$ cat src/hdl/block_bitmap_allocator_macros.svh
// Assertion macros for the block bitmap allocator.
// Included by files that carry concurrent assertions; needs nothing else.
`ifndef BLOCK_BITMAP_ALLOCATOR_MACROS_SVH
`define BLOCK_BITMAP_ALLOCATOR_MACROS_SVH

`ifndef SYNTHESIS

// Antecedent holds, so the consequent must hold in the same cycle.
`define BBA_ASSERT_IMP(label, clk, rst, ante, cons) \
  label: assert property (@(posedge clk) disable iff (rst) (ante) |-> (cons)) \
    else $error("block_bitmap_allocator: same-cycle check failed");

// Antecedent holds, so the consequent must hold in the next cycle.
`define BBA_ASSERT_NEXT(label, clk, rst, ante, cons) \
  label: assert property (@(posedge clk) disable iff (rst) (ante) |=> (cons)) \
    else $error("block_bitmap_allocator: next-cycle check failed");

`else

`define BBA_ASSERT_IMP(label, clk, rst, ante, cons)
`define BBA_ASSERT_NEXT(label, clk, rst, ante, cons)

`endif

`endif

$ cat src/hdl/bba_pkg.sv
// Shared types and constants for the block bitmap allocator.
// Used by every module of the block but the map memory; depends on nothing.
package bba_pkg;

  localparam int FUNC_W         = 2;
  localparam int INDEX_W        = 10;
  localparam int COUNT_W        = 11;
  localparam int WORD_W         = 32;
  localparam int WORD_SHIFT     = 5;
  localparam int DEF_MAX_BLOCKS = 1024;

  localparam logic [COUNT_W-1:0] BLOCK_COUNT_RST = 11'd1024;

  localparam logic [FUNC_W-1:0] FUNC_MARK  = 2'd0;
  localparam logic [FUNC_W-1:0] FUNC_FREE  = 2'd1;
  localparam logic [FUNC_W-1:0] FUNC_QUERY = 2'd2;

  typedef enum logic [2:0] {
    ST_CLEAR,
    ST_IDLE,
    ST_READ,
    ST_WRITE,
    ST_SCAN,
    ST_DRAIN,
    ST_FINISH
  } state_t;

  typedef struct packed {
    logic start;
    logic issue;
  } scan_ctrl_t;

  typedef struct packed {
    logic busy;
    logic found;
  } scan_stat_t;

endpackage

$ cat src/hdl/bba_map_mem.sv
// Usage map storage: one bit per block, packed into words.
// Simple dual-port synchronous memory with registered read data; no package use.
module bba_map_mem #(
  parameter int DEPTH = 32,
  parameter int AW    = 5,
  parameter int W     = 32
) (
  input  logic          clk,
  input  logic          we,
  input  logic [AW-1:0] waddr,
  input  logic [W-1:0]  wdata,
  input  logic          re,
  input  logic [AW-1:0] raddr,
  output logic [W-1:0]  rdata
);

  logic [W-1:0] mem [DEPTH];

  always_ff @(posedge clk) begin
    if (we) begin
      mem[waddr] <= wdata;
    end
  end

  always_ff @(posedge clk) begin
    if (re) begin
      rdata <= mem[raddr];
    end
  end

endmodule

$ cat src/hdl/bba_scan.sv
// Scan unit: takes map words in address order and accumulates the free count
// and the lowest free block. Depends on bba_pkg.
module bba_scan #(
  parameter int AW      = 5,
  parameter int CNT_W   = 11,
  parameter int FIRST_W = 10,
  parameter int TOT_W   = 11
) (
  input  logic                                  clk,
  input  logic                                  rst,
  input  bba_pkg::scan_ctrl_t                   ctl,
  input  logic [AW-1:0]                         word_addr,
  input  logic [CNT_W-1:0]                      count,
  input  logic [bba_pkg::WORD_W-1:0]            rdata,
  output bba_pkg::scan_stat_t                   stat,
  output logic [FIRST_W-1:0]                    first,
  output logic [TOT_W-1:0]                      total
);
  import bba_pkg::*;

  localparam int RW     = (CNT_W > AW + WORD_SHIFT) ? CNT_W : AW + WORD_SHIFT;
  localparam int PC_W   = WORD_SHIFT + 1;

  logic                  v1;
  logic [AW-1:0]         w1;
  logic                  v2;
  logic [AW-1:0]         w2;
  logic [PC_W-1:0]       pc2;
  logic                  any2;
  logic [WORD_SHIFT-1:0] fb2;
  logic                  found;

  logic [RW-1:0]         rem;
  logic [WORD_W-1:0]     mask;
  logic [WORD_W-1:0]     free_bits;
  logic [WORD_SHIFT-1:0] fb;

  // Stage one: tag that lines up with the memory's registered read data.
  always_ff @(posedge clk) begin
    if (rst) begin
      v1 <= 1'b0;
    end else begin
      v1 <= ctl.issue;
    end
  end

  always_ff @(posedge clk) begin
    w1 <= word_addr;
  end

  // Bits at or beyond the block count are not part of the map in use.
  always_comb begin
    rem = RW'(count) - RW'({w1, {WORD_SHIFT{1'b0}}});
    if (rem >= RW'(WORD_W)) begin
      mask = '1;
    end else begin
      mask = (WORD_W'(1) << rem[WORD_SHIFT-1:0]) - WORD_W'(1);
    end
    free_bits = ~rdata & mask;
  end

  always_comb begin
    fb = '0;
    for (int b = WORD_W - 1; b >= 0; b--) begin
      if (free_bits[b]) begin
        fb = WORD_SHIFT'(b);
      end
    end
  end

  // Stage two: per-word free count and lowest free bit.
  always_ff @(posedge clk) begin
    if (rst) begin
      v2 <= 1'b0;
    end else begin
      v2 <= v1;
    end
  end

  always_ff @(posedge clk) begin
    w2   <= w1;
    pc2  <= PC_W'($countones(free_bits));
    any2 <= |free_bits;
    fb2  <= fb;
  end

  // Stage three: words arrive in ascending order, so the first word with a
  // free bit holds the lowest free block.
  always_ff @(posedge clk) begin
    if (rst) begin
      found <= 1'b0;
      first <= '0;
      total <= '0;
    end else if (ctl.start) begin
      found <= 1'b0;
      first <= '0;
      total <= '0;
    end else if (v2) begin
      total <= total + TOT_W'(pc2);
      if (any2 && !found) begin
        found <= 1'b1;
        first <= FIRST_W'({w2, fb2});
      end
    end
  end

  assign stat.busy  = v1 | v2;
  assign stat.found = found;

endmodule

$ cat src/hdl/bba_ctrl.sv
// Sequencer: configuration register, item capture, map clear pass,
// read-modify-write of one map word, scan control and the result register.
// Depends on bba_pkg.
module bba_ctrl #(
  parameter int MAX_BLOCKS = bba_pkg::DEF_MAX_BLOCKS,
  parameter int AW         = 5,
  parameter int CNT_W      = 11,
  parameter int FIRST_W    = 10,
  parameter int TOT_W      = 11
) (
  input  logic                          clk,
  input  logic                          rst,
  input  logic                          cfg_we,
  input  logic [bba_pkg::COUNT_W-1:0]   cfg_wdata,
  input  logic                          in_valid,
  output logic                          in_ready,
  input  logic [bba_pkg::FUNC_W-1:0]    func,
  input  logic [bba_pkg::INDEX_W-1:0]   block_index,
  input  logic [bba_pkg::COUNT_W-1:0]   needed_count,
  output logic                          out_valid,
  input  logic                          out_ready,
  output logic                          free_found,
  output logic [bba_pkg::INDEX_W-1:0]   first_free,
  output logic [bba_pkg::COUNT_W-1:0]   free_total,
  output logic                          enough_free,
  output logic                          index_error,
  output logic                          mem_we,
  output logic [AW-1:0]                 mem_waddr,
  output logic [bba_pkg::WORD_W-1:0]    mem_wdata,
  output logic                          mem_re,
  output logic [AW-1:0]                 mem_raddr,
  input  logic [bba_pkg::WORD_W-1:0]    mem_rdata,
  output bba_pkg::scan_ctrl_t           scan_ctl,
  output logic [CNT_W-1:0]              scan_count,
  input  bba_pkg::scan_stat_t           scan_stat,
  input  logic [FIRST_W-1:0]            scan_first,
  input  logic [TOT_W-1:0]              scan_total
);
  import bba_pkg::*;

  localparam int NWORDS = (MAX_BLOCKS + WORD_W - 1) / WORD_W;
  localparam int XW     = (COUNT_W > CNT_W) ? COUNT_W : CNT_W;
  localparam int IW     = (INDEX_W > CNT_W) ? INDEX_W : CNT_W;
  localparam int IX     = (INDEX_W > AW + WORD_SHIFT) ? INDEX_W : AW + WORD_SHIFT;
  localparam int SW     = (CNT_W + 1 > AW + WORD_SHIFT + 1) ? CNT_W + 1 : AW + WORD_SHIFT + 1;

  state_t               state;
  state_t               state_next;
  logic [AW-1:0]        clr_addr;
  logic [COUNT_W-1:0]   block_count;
  logic [FUNC_W-1:0]    func_q;
  logic [INDEX_W-1:0]   idx_q;
  logic [COUNT_W-1:0]   need_q;
  logic [CNT_W-1:0]     cnt_q;
  logic [AW:0]          nw_q;
  logic                 err_q;
  logic [AW:0]          scan_cnt;

  logic [XW-1:0]        bc_x;
  logic [CNT_W-1:0]     eff_count;
  logic [SW-1:0]        nw_sum;
  logic                 is_update;
  logic                 in_range;
  logic                 accept;
  logic                 issue;
  logic                 load_out;
  logic [IX-1:0]        idx_x;
  logic [AW-1:0]        upd_addr;
  logic [WORD_W-1:0]    bit_mask;

  // Counts above the map size saturate to the map size.
  always_comb begin
    bc_x      = XW'(block_count);
    eff_count = (bc_x > XW'(MAX_BLOCKS)) ? CNT_W'(MAX_BLOCKS) : CNT_W'(bc_x);
    nw_sum    = SW'(eff_count) + SW'(WORD_W - 1);
    is_update = (func == FUNC_MARK) || (func == FUNC_FREE);
    in_range  = IW'(block_index) < IW'(eff_count);
    idx_x     = IX'(idx_q);
    upd_addr  = idx_x[AW+WORD_SHIFT-1:WORD_SHIFT];
    bit_mask  = WORD_W'(1) << idx_q[WORD_SHIFT-1:0];
    issue     = (state == ST_SCAN) && (scan_cnt < nw_q);
  end

  assign accept = in_valid && in_ready;

  always_ff @(posedge clk) begin
    if (rst) begin
      block_count <= BLOCK_COUNT_RST;
    end else if (cfg_we) begin
      block_count <= cfg_wdata;
    end
  end

  always_ff @(posedge clk) begin
    if (rst) begin
      state <= ST_CLEAR;
    end else begin
      state <= state_next;
    end
  end

  always_comb begin
    state_next = state;
    case (state)
      ST_CLEAR: begin
        if (clr_addr == AW'(NWORDS - 1)) begin
          state_next = ST_IDLE;
        end
      end
      ST_IDLE: begin
        if (in_valid) begin
          state_next = (is_update && in_range) ? ST_READ : ST_SCAN;
        end
      end
      ST_READ:  state_next = ST_WRITE;
      ST_WRITE: state_next = ST_SCAN;
      ST_SCAN: begin
        if (scan_cnt >= nw_q) begin
          state_next = ST_DRAIN;
        end
      end
      ST_DRAIN: begin
        if (!scan_stat.busy) begin
          state_next = ST_FINISH;
        end
      end
      ST_FINISH: begin
        if (!out_valid || out_ready) begin
          state_next = ST_IDLE;
        end
      end
      default: state_next = ST_CLEAR;
    endcase
  end

  always_comb begin
    in_ready          = 1'b0;
    mem_we            = 1'b0;
    mem_waddr         = upd_addr;
    mem_wdata         = (func_q == FUNC_MARK) ? (mem_rdata | bit_mask)
                                              : (mem_rdata & ~bit_mask);
    mem_re            = 1'b0;
    mem_raddr         = scan_cnt[AW-1:0];
    scan_ctl.start    = accept;
    scan_ctl.issue    = 1'b0;
    load_out          = 1'b0;
    case (state)
      ST_CLEAR: begin
        mem_we    = 1'b1;
        mem_waddr = clr_addr;
        mem_wdata = '0;
      end
      ST_IDLE:  in_ready = 1'b1;
      ST_READ: begin
        mem_re    = 1'b1;
        mem_raddr = upd_addr;
      end
      ST_WRITE: mem_we = 1'b1;
      ST_SCAN: begin
        mem_re         = issue;
        scan_ctl.issue = issue;
      end
      ST_DRAIN: begin
      end
      ST_FINISH: load_out = !out_valid || out_ready;
      default: begin
      end
    endcase
  end

  always_ff @(posedge clk) begin
    if (rst) begin
      clr_addr <= '0;
    end else if (state == ST_CLEAR) begin
      clr_addr <= clr_addr + AW'(1);
    end
  end

  always_ff @(posedge clk) begin
    if (rst) begin
      scan_cnt <= '0;
    end else if (accept) begin
      scan_cnt <= '0;
    end else if (issue) begin
      scan_cnt <= scan_cnt + (AW+1)'(1);
    end
  end

  always_ff @(posedge clk) begin
    if (accept) begin
      func_q <= func;
      idx_q  <= block_index;
      need_q <= needed_count;
      cnt_q  <= eff_count;
      nw_q   <= nw_sum[AW+WORD_SHIFT:WORD_SHIFT];
      err_q  <= is_update && !in_range;
    end
  end

  assign scan_count = cnt_q;

  always_ff @(posedge clk) begin
    if (rst) begin
      out_valid <= 1'b0;
    end else if (load_out) begin
      out_valid <= 1'b1;
    end else if (out_ready) begin
      out_valid <= 1'b0;
    end
  end

  always_ff @(posedge clk) begin
    if (load_out) begin
      free_found  <= scan_stat.found;
      first_free  <= scan_first[INDEX_W-1:0];
      free_total  <= scan_total[COUNT_W-1:0];
      enough_free <= (need_q != '0) && (TOT_W'(need_q) <= scan_total);
      index_error <= err_q;
    end
  end

endmodule

$ cat src/hdl/block_bitmap_allocator.sv
// Channel   Handshake              Word contents
// cfg       cfg_we                 cfg_wdata = block_count
// in        in_valid / in_ready    func, block_index, needed_count
// out       out_valid / out_ready  free_found, first_free, free_total,
//                                  enough_free, index_error
//
// An item that updates the map first has its map word read and written back; then
// ceil(count / 32) map words are scanned, one word per cycle as the read port of the
// map memory allows, and the result is registered (count saturated to MAX_BLOCKS).
// After reset a clearing pass writes ceil(MAX_BLOCKS / 32) words with in_ready low;
// configuration writes are taken as ever. One item is in work at a time; a finished
// result waits in the output register while the next item is already accepted and
// processed, and the next result is held back until that register has been emptied.
//
// Top level of the block bitmap allocator. Depends on bba_pkg, bba_map_mem,
// bba_scan, bba_ctrl and block_bitmap_allocator_macros.svh.
`include "block_bitmap_allocator_macros.svh"

module block_bitmap_allocator #(
  parameter int MAX_BLOCKS = bba_pkg::DEF_MAX_BLOCKS
) (
  input  logic                          clk,
  input  logic                          rst,
  input  logic                          cfg_we,
  input  logic [bba_pkg::COUNT_W-1:0]   cfg_wdata,
  input  logic                          in_valid,
  output logic                          in_ready,
  input  logic [bba_pkg::FUNC_W-1:0]    func,
  input  logic [bba_pkg::INDEX_W-1:0]   block_index,
  input  logic [bba_pkg::COUNT_W-1:0]   needed_count,
  output logic                          out_valid,
  input  logic                          out_ready,
  output logic                          free_found,
  output logic [bba_pkg::INDEX_W-1:0]   first_free,
  output logic [bba_pkg::COUNT_W-1:0]   free_total,
  output logic                          enough_free,
  output logic                          index_error
);
  import bba_pkg::*;

  localparam int NWORDS  = (MAX_BLOCKS + WORD_W - 1) / WORD_W;
  localparam int AW      = (NWORDS > 1) ? $clog2(NWORDS) : 1;
  localparam int CNT_W   = $clog2(MAX_BLOCKS + 1);
  localparam int FIRST_W = (AW + WORD_SHIFT > INDEX_W) ? AW + WORD_SHIFT : INDEX_W;
  localparam int TOT_W   = (CNT_W > COUNT_W) ? CNT_W : COUNT_W;

  logic                 mem_we;
  logic [AW-1:0]        mem_waddr;
  logic [WORD_W-1:0]    mem_wdata;
  logic                 mem_re;
  logic [AW-1:0]        mem_raddr;
  logic [WORD_W-1:0]    mem_rdata;
  scan_ctrl_t           scan_ctl;
  scan_stat_t           scan_stat;
  logic [CNT_W-1:0]     scan_count;
  logic [FIRST_W-1:0]   scan_first;
  logic [TOT_W-1:0]     scan_total;

  bba_map_mem #(
    .DEPTH (NWORDS),
    .AW    (AW),
    .W     (WORD_W)
  ) u_mem (
    .clk   (clk),
    .we    (mem_we),
    .waddr (mem_waddr),
    .wdata (mem_wdata),
    .re    (mem_re),
    .raddr (mem_raddr),
    .rdata (mem_rdata)
  );

  bba_scan #(
    .AW      (AW),
    .CNT_W   (CNT_W),
    .FIRST_W (FIRST_W),
    .TOT_W   (TOT_W)
  ) u_scan (
    .clk       (clk),
    .rst       (rst),
    .ctl       (scan_ctl),
    .word_addr (mem_raddr),
    .count     (scan_count),
    .rdata     (mem_rdata),
    .stat      (scan_stat),
    .first     (scan_first),
    .total     (scan_total)
  );

  bba_ctrl #(
    .MAX_BLOCKS (MAX_BLOCKS),
    .AW         (AW),
    .CNT_W      (CNT_W),
    .FIRST_W    (FIRST_W),
    .TOT_W      (TOT_W)
  ) u_ctrl (
    .clk          (clk),
    .rst          (rst),
    .cfg_we       (cfg_we),
    .cfg_wdata    (cfg_wdata),
    .in_valid     (in_valid),
    .in_ready     (in_ready),
    .func         (func),
    .block_index  (block_index),
    .needed_count (needed_count),
    .out_valid    (out_valid),
    .out_ready    (out_ready),
    .free_found   (free_found),
    .first_free   (first_free),
    .free_total   (free_total),
    .enough_free  (enough_free),
    .index_error  (index_error),
    .mem_we       (mem_we),
    .mem_waddr    (mem_waddr),
    .mem_wdata    (mem_wdata),
    .mem_re       (mem_re),
    .mem_raddr    (mem_raddr),
    .mem_rdata    (mem_rdata),
    .scan_ctl     (scan_ctl),
    .scan_count   (scan_count),
    .scan_stat    (scan_stat),
    .scan_first   (scan_first),
    .scan_total   (scan_total)
  );

  // The sequencer never reads and writes the map in the same cycle.
  `BBA_ASSERT_IMP(a_no_rw_overlap, clk, rst, mem_we, !mem_re)
  // One item at a time: an accepted word closes the input until it is done.
  `BBA_ASSERT_NEXT(a_one_in_flight, clk, rst, in_valid && in_ready, !in_ready)
  // No free block means a zero count, a zero index and not enough room.
  `BBA_ASSERT_IMP(a_none_free, clk, rst, out_valid && !free_found,
                  free_total == '0 && first_free == '0 && !enough_free)
  // A satisfied request always sees a free block.
  `BBA_ASSERT_IMP(a_enough_found, clk, rst, out_valid && enough_free, free_found)

endmodule

$ cat config.mk
export PLATFORM = sky130hd
export DESIGN_NAME = block_bitmap_allocator
export DESIGN_NICKNAME = d
export VERILOG_FILES = /design/src/hdl/bba_pkg.sv /design/src/hdl/bba_map_mem.sv /design/src/hdl/bba_scan.sv /design/src/hdl/bba_ctrl.sv /design/src/hdl/block_bitmap_allocator.sv
export VERILOG_INCLUDE_DIRS = /design/src /design/src/hdl
export SDC_FILE = /design/constraint.sdc
export NUM_CORES = 2
export LEC_CHECK = 0
export ABC_AREA = 1
export BUFFER_PORTS_ARGS = -buffer_cell sky130_fd_sc_hd__buf_2
export CAP_MARGIN = 0
export CORE_MARGIN = 1.5
export CORE_UTILIZATION = 57
export CTS_CLUSTER_DIAMETER = 120
export DETAILED_ROUTE_END_ITERATION = 8
export GPL_TIMING_DRIVEN = 0
export PLACE_DENSITY_LB_ADDON = 0.2
export SLEW_MARGIN = 10
export SYNTH_ARGS = -nofsm -noshare
export SYNTH_HDL_FRONTEND = slang
export SYNTH_HIERARCHICAL = 1
export SYNTH_SLANG_ARGS = --single-unit
$ cat constraint.sdc
create_clock -name clk -period 5.7 [get_ports clk]
set_input_delay 0.855 -clock clk [delete_from_list [all_inputs] [get_ports clk]]
set_output_delay 0.855 -clock clk [all_outputs]
set_load 0.01 [all_outputs]
Word level (Yosys, flattened, before mapping)
Memory sizes are Yosys's and may differ from the RTL's. A register that Yosys moved wholly into a read port is not among the register bits.
Cells that the tools add are included.

word-level totals
  RAM bits = 1024
  input bits = 39
  word-level logic and storage cells = 174
  flip-flop bits (word level) = 137
  memories = 1

memory list
  name       words  bits a word  rd ports  clocked after memory_dff  wr ports  line               source
  u_mem.mem  32     32           1         1                         1         bba_map_mem.sv:17  logic [W-1:0] mem [DEPTH];

operators by class
  reductions and logical operators = 26
  bitwise logic cells = 7
  $add $sub $neg = 37
  eq/ne operators = 13
  mux-type cells = 52
  shifts and indexed selects = 2
  $lt $le $gt $ge = 6

operators by type and width
  kind                     number
  $mux W32                 3
  $add A6 B6 Y6            15
  $mux W5                  18
  $and A32 B32 Y32         2
  $not A32 Y32             2
  $shl A1 B5 Y32 const A   2
  $add A1 B1 Y2            16
  $mux W4                  8
  $or A32 B32 Y32          1
  $reduce_or A32 Y1        1
  $sub A32 B2 Y32 const B  1
  $mux W3                  10
  $pmux W3 S7              1
  $reduce_or A16 Y1        1
  $add A11 B5 Y11 const B  1
  $add A11 B6 Y11          1
  $ge A11 B6 Y1 const B    1
  $gt A11 B11 Y1 const B   1
  $le A11 B11 Y1           1
  $lt A10 B11 Y1           1
  $mux W11                 1
  $reduce_bool A11 Y1      1
  $sub A11 B10 Y11         1
  $eq A3 B3 Y1 const B     3
  other kinds (26)         50

Longest topological paths before layout
  depth in word-level cells = 36
  gate-level depth with buffers = 41

Hierarchy
Netlist, hierarchy kept.

by module, submodules not included
  module       instances  seq. area each (µm²)  area an instance (µm²)  cells an instance
  bba_map_mem  1          31710.4               42726.0                 3536
  bba_ctrl     1          2472.4                4948.5                  574
  bba_scan     1          920.9                 4092.7                  572

Least setup slack after synthesis
No wires, ideal clock.

  kind = register -> register
  from = register u_ctrl.cnt_q[5] (netlist: u_ctrl/scan_count[5])
  to = register u_scan.pc2[4]
  stages on the path, launching flop included = 29
  period minus slack after synthesis = 6.101 ns
  buffers on the path = 1
  setup slack = -0.401 ns
  data arrival time = 6.029 ns
  cells stage by stage = edfxtp_1 -> inv_1 -> ha_1 -> fa_1 -> nand2_1 -> a21oi_1 -> nand3_1 -> nor3_1 -> nand2_1 -> nor2_1 -> inv_1 -> clkbuf_1 -> a31oi_1 -> nor2_1 -> fa_1 -> inv_1 -> fa_1 -> inv_1 -> fa_1 -> inv_1 -> fa_1 -> fa_1 -> fa_1 -> inv_1 -> ha_1 -> inv_1 -> fa_1 -> o21ai_0 -> xor2_1

on the way
  word-level cells in the longest chain between the ends = 9

ends and longest elaborated chain
  element                                           line             source
  start: declaration                                bba_ctrl.sv:54   logic [CNT_W-1:0] cnt_q;
  start signal: assignment                          bba_ctrl.sv:194  cnt_q <= eff_count;
  $sub A11 B10 Y11 (*)                              bba_scan.sv:53   rem = RW'(count) - RW'({w1, {WORD_SHIFT{1'b0}}});
  $ge A11 B6 Y1 (*)                                 bba_scan.sv:54   if (rem >= RW'(WORD_W)) begin
  $mux W32 (*)                                      bba_scan.sv:54
  $and A32 B32 Y32 (*)                              bba_scan.sv:59   free_bits = ~rdata & mask;
  $add A1 B1 Y2 (implied by the code)               bba_scan.sv:82   pc2 <= PC_W'($countones(free_bits));
  $add A6 B6 Y6 (implied by the code) (3 in a row)  bba_scan.sv:82
  $add A6 B6 Y6 (implied by the code) (*)           bba_scan.sv:82
  end signal: assignment                            bba_scan.sv:82
  end: declaration                                  bba_scan.sv:28   logic [PC_W-1:0] pc2;

Mark *: on every way between the ends. The rest lies on a longest branch, timed or not.
A chain may end at the register's enable or synchronous reset.

Worst setup path in the final report
Same ends and word-level chain as after synthesis.

==> impl_metrics.env <==
export IMPL_status="finished with violations"
export IMPL_violations="negative setup slack"
export IMPL_grt_pass1_wl_um=222200
export IMPL_setup_tns_ns=-2.611
export IMPL_ys_flop_type="edfxtp_1"
export IMPL_syn_num_nets=4796
export IMPL_cp_endpoint="u_scan/pc2[4]"
export IMPL_netlist_cell_type_count=52
export IMPL_cts_buffers=118
export IMPL_viasPerCell=5.888
export IMPL_critical_path_max_fanout=5
export IMPL_antenna_found_initial=1
export IMPL_synth_edf_count=1121
export IMPL_seqPwrFrac_pct=32.8
export IMPL_maxSlewHeadroom_pct=26.24
export IMPL_startpoint="u_ctrl/scan_count[5]"
export IMPL_fin_skew_ns=0.03453
export IMPL_drt_pre_antenna_iters=6
export IMPL_fmax_mhz=160.5
export IMPL_die_w_um=304.4
export IMPL_initial_core_util_pct=57.51
export IMPL_crit_path_frequent_cell="inv_2"
export IMPL_dieArea_um2=92640
export IMPL_cts_sinks=1193
export IMPL_clk_pin_slew_ns=0.06
export IMPL_p_total_mw=38.24
export IMPL_synthTopCellsByArea="edfxtp_1, nand2_1, nand3_1, dfxtp_1, buf_6"
export IMPL_hold_class="primary input to flop"
export IMPL_dp_cells=6002
export IMPL_core_region_area_um2=90010
export IMPL_drc=0
export IMPL_layout_drive_gt1_share_pct=13.52
export IMPL_required_ns=6.36
export IMPL_cts_buffer_depth=3
export IMPL_grt_pass1_vias=34440
export IMPL_ys_warn_count=6
export IMPL_intPower_mw=22.85
export IMPL_p_sw_mw=15.39
export IMPL_gp_congestion=0.9858
export IMPL_rsz0062_at_grt="true"
export IMPL_yosys_area_top_type="edfxtp_1"
export IMPL_hpwlAfterDp_um=108900
export IMPL_cts_root_buf="clkbuf_16"
export IMPL_ys_async_sr_fraction_pct=0
export IMPL_final_common_cell="nand2_1"
export IMPL_gr_total_overflow=0
export IMPL_avgSynthCellArea_um2=11.06
export IMPL_final_cells=6230
export IMPL_netlist_area_um2=51770
export IMPL_ff2ff_path_depth=28
export IMPL_netlist_area_leader_share_pct=65.03
export IMPL_wl_per_cell_um=24.65
export IMPL_totalWireLength_um=153600
export IMPL_min_period_over_period_pct=109.3
export IMPL_period_needed_ns=6.231
export IMPL_pwr_share_comb_pct=47.1
export IMPL_hold_viol=0
export IMPL_drt_iter0_markers=4901
export IMPL_worstMarginPinSlew_ns=1.095
export IMPL_crit_family="adder cells"
export IMPL_cp_num_buf_inv=8
export IMPL_crit_slowest_cell="fa_2"
export IMPL_dp_slack_ns=-0.8371
export IMPL_rr_startpoint="u_ctrl/scan_count[5]"
export IMPL_ir_worst_vdd_v=0.001738
export IMPL_nNetsFinal=5067
export IMPL_clkPwrFrac_pct=20.1
export IMPL_worstSetupPathType="flop to flop"
export IMPL_crit_arrival_ns=6.90
export IMPL_max_cap_violations=0
export IMPL_rows=110
export IMPL_seq_area_frac_synth_pct=67.81
export IMPL_slowest_delay_ns=0.56
export IMPL_whs_ns=0.2949
export IMPL_dr_total_vias=36690
export IMPL_cts_tree="built"
export IMPL_endpoint_kind="flop"
export IMPL_antenna_left=0
export IMPL_syn_to_final_growth_pct=15.58
export IMPL_p_leak_nw=22.92
export IMPL_finalSetupViolCount=6
export IMPL_port_buffers=64
export IMPL_ioPinCount=65
export IMPL_grt_max_degree=33
export IMPL_grt_usage_pct=32.98
export IMPL_clk_latency_ns=0.73
export IMPL_switching_share_pct=40.25
export IMPL_syn_inst=4682
export IMPL_timing_rr_end="u_scan/pc2[4]"
export IMPL_final_cell_mix="nand2_1, edfxtp_1, nand3_1"
export IMPL_critPathLaunchType="flop"
export IMPL_die_y_um=304.4
export IMPL_regToRegSetupSlack_ns=-0.53
export IMPL_synth_seq_cells=1193
export IMPL_final_max_slew_viol_count=0
export IMPL_crit_cells=28
export IMPL_htree_num_levels=3
export IMPL_powerDensity_nw_per_um2=639.2
export IMPL_worst_slack_ns=-0.5313
[per-stage QoR]
| step | cell area (um^2) | utilization, % |
|---|---|---|
| floorplan | 51800 | - |
| global placement | 53590 | 59.54 |
| detailed placement | 55820 | 62.02 |
| CTS | 59790 | 66.42 |
| global route | 59820 | 66.46 |
| finish | 59830 | 66.47 |
[cell usage after synthesis (3+ instances only)]
master / number
nand2_1: 1622
edfxtp_1: 1121
nand3_1: 815
inv_1: 198
nor2_1: 168
buf_2: 90
o21ai_0: 83
a21oi_1: 81
buf_6: 73
dfxtp_1: 72
ha_1: 49
clkbuf_1: 41
nor3_1: 35
buf_4: 28
nand4_1: 27
fa_1: 26
buf_1: 19
nand2_2: 14
a31oi_1: 11
nor2_4: 10
xor2_1: 10
nor2_2: 9
inv_2: 8
nand3_2: 8
nor4_1: 7
o21bai_1: 6
nand2_4: 5
a31o_2: 4
nor2_8: 4
buf_8: 3
nor3_2: 3
o21a_1: 3
xnor2_1: 3
[flip-flops by register name, indices dropped and copies added, names as in the netlist, 6 cells and up]
signal and cells:
u_ctrl/need_q 11, u_ctrl/scan_cnt 6, u_mem/rdata 32, u_scan/pc2 6
u_scan/total 11, u_ctrl/bc_x 11, u_ctrl/idx_q 10, u_ctrl/scan_count 11
u_ctrl/first_free 10, u_mem/mem 1024, u_ctrl/free_total 11, u_ctrl/nw_q 6
u_scan/first 10
[power groups by stage]
stage               sequential (mW)  clock (mW)  combinational, mW
floorplan                      12.7           0               9.90
global placement               13.0           0               14.7
detailed placement             12.7           0               16.4
CTS                            12.5        7.75               17.5
global route                   12.6        8.07               19.5
finish                         12.5        7.69               18.0
[how the worst min path moves through the flow]
stage                          startpoint          endpoint  depth (start not counted)
final                     needed_count[2]  u_ctrl/need_q[2]                          1
after global routing      needed_count[5]  u_ctrl/need_q[5]                          1
after CTS                 needed_count[2]  u_ctrl/need_q[2]                          1
after detailed placement     u_scan/w1[0]      u_scan/w2[0]                          0
after global placement       u_scan/w1[0]      u_scan/w2[0]                          0
after floorplan              u_scan/w1[2]      u_scan/w2[2]                          0
[layout make-up]
class | count | area, um^2
Sequential cell | 1193 | 35100
Fill cell | 6642 | 30180
Multi-Input combinational cell | 3023 | 14750
Clock buffer | 145 | 3169
Timing Repair Buffer | 151 | 2053
Buffer | 254 | 1785
Tap cell | 1176 | 1471
Inverter | 212 | 818.3
Clock inverter | 74 | 674.4
Antenna cell | 2 | 5.005
[logic make-up (layout without fill, tap and decap cells)]
group | after synthesis | in the layout | synth area share [%]
adders and majority gates | 75 | 75 | 2.190
buffers and inverters | 466 | 836 | 4.967
DFF | 1193 | 1193 | 67.81
and+or+nand+nor | 2737 | 2737 | 22.74
AOI/OAI and AO/OA | 198 | 198 | 2.071
xor gates and xnor gates | 13 | 13 | 0.2199
other | 0 | 2 | 0
[what timing repair did]
item,in CTS,in global routing
endpoints found under the setup margin,6,6
buffers inserted,5,1
resized for setup,14,8
hold buffers,0,0
cloned,1,0
pin swaps,7,8
[layer usage]
layer / global-route usage [%] / vias to the layer above / part of all wire (%)
li1: - / 16690 / -
met1: 46.00 / 17460 / 39
met2: 49.70 / 2185 / 44
met3: 7.953 / 349 / 12
met4: 14.33 / 0 / 4.6
met5: 0 / - / 0
(Power assumes the default switching activity.)
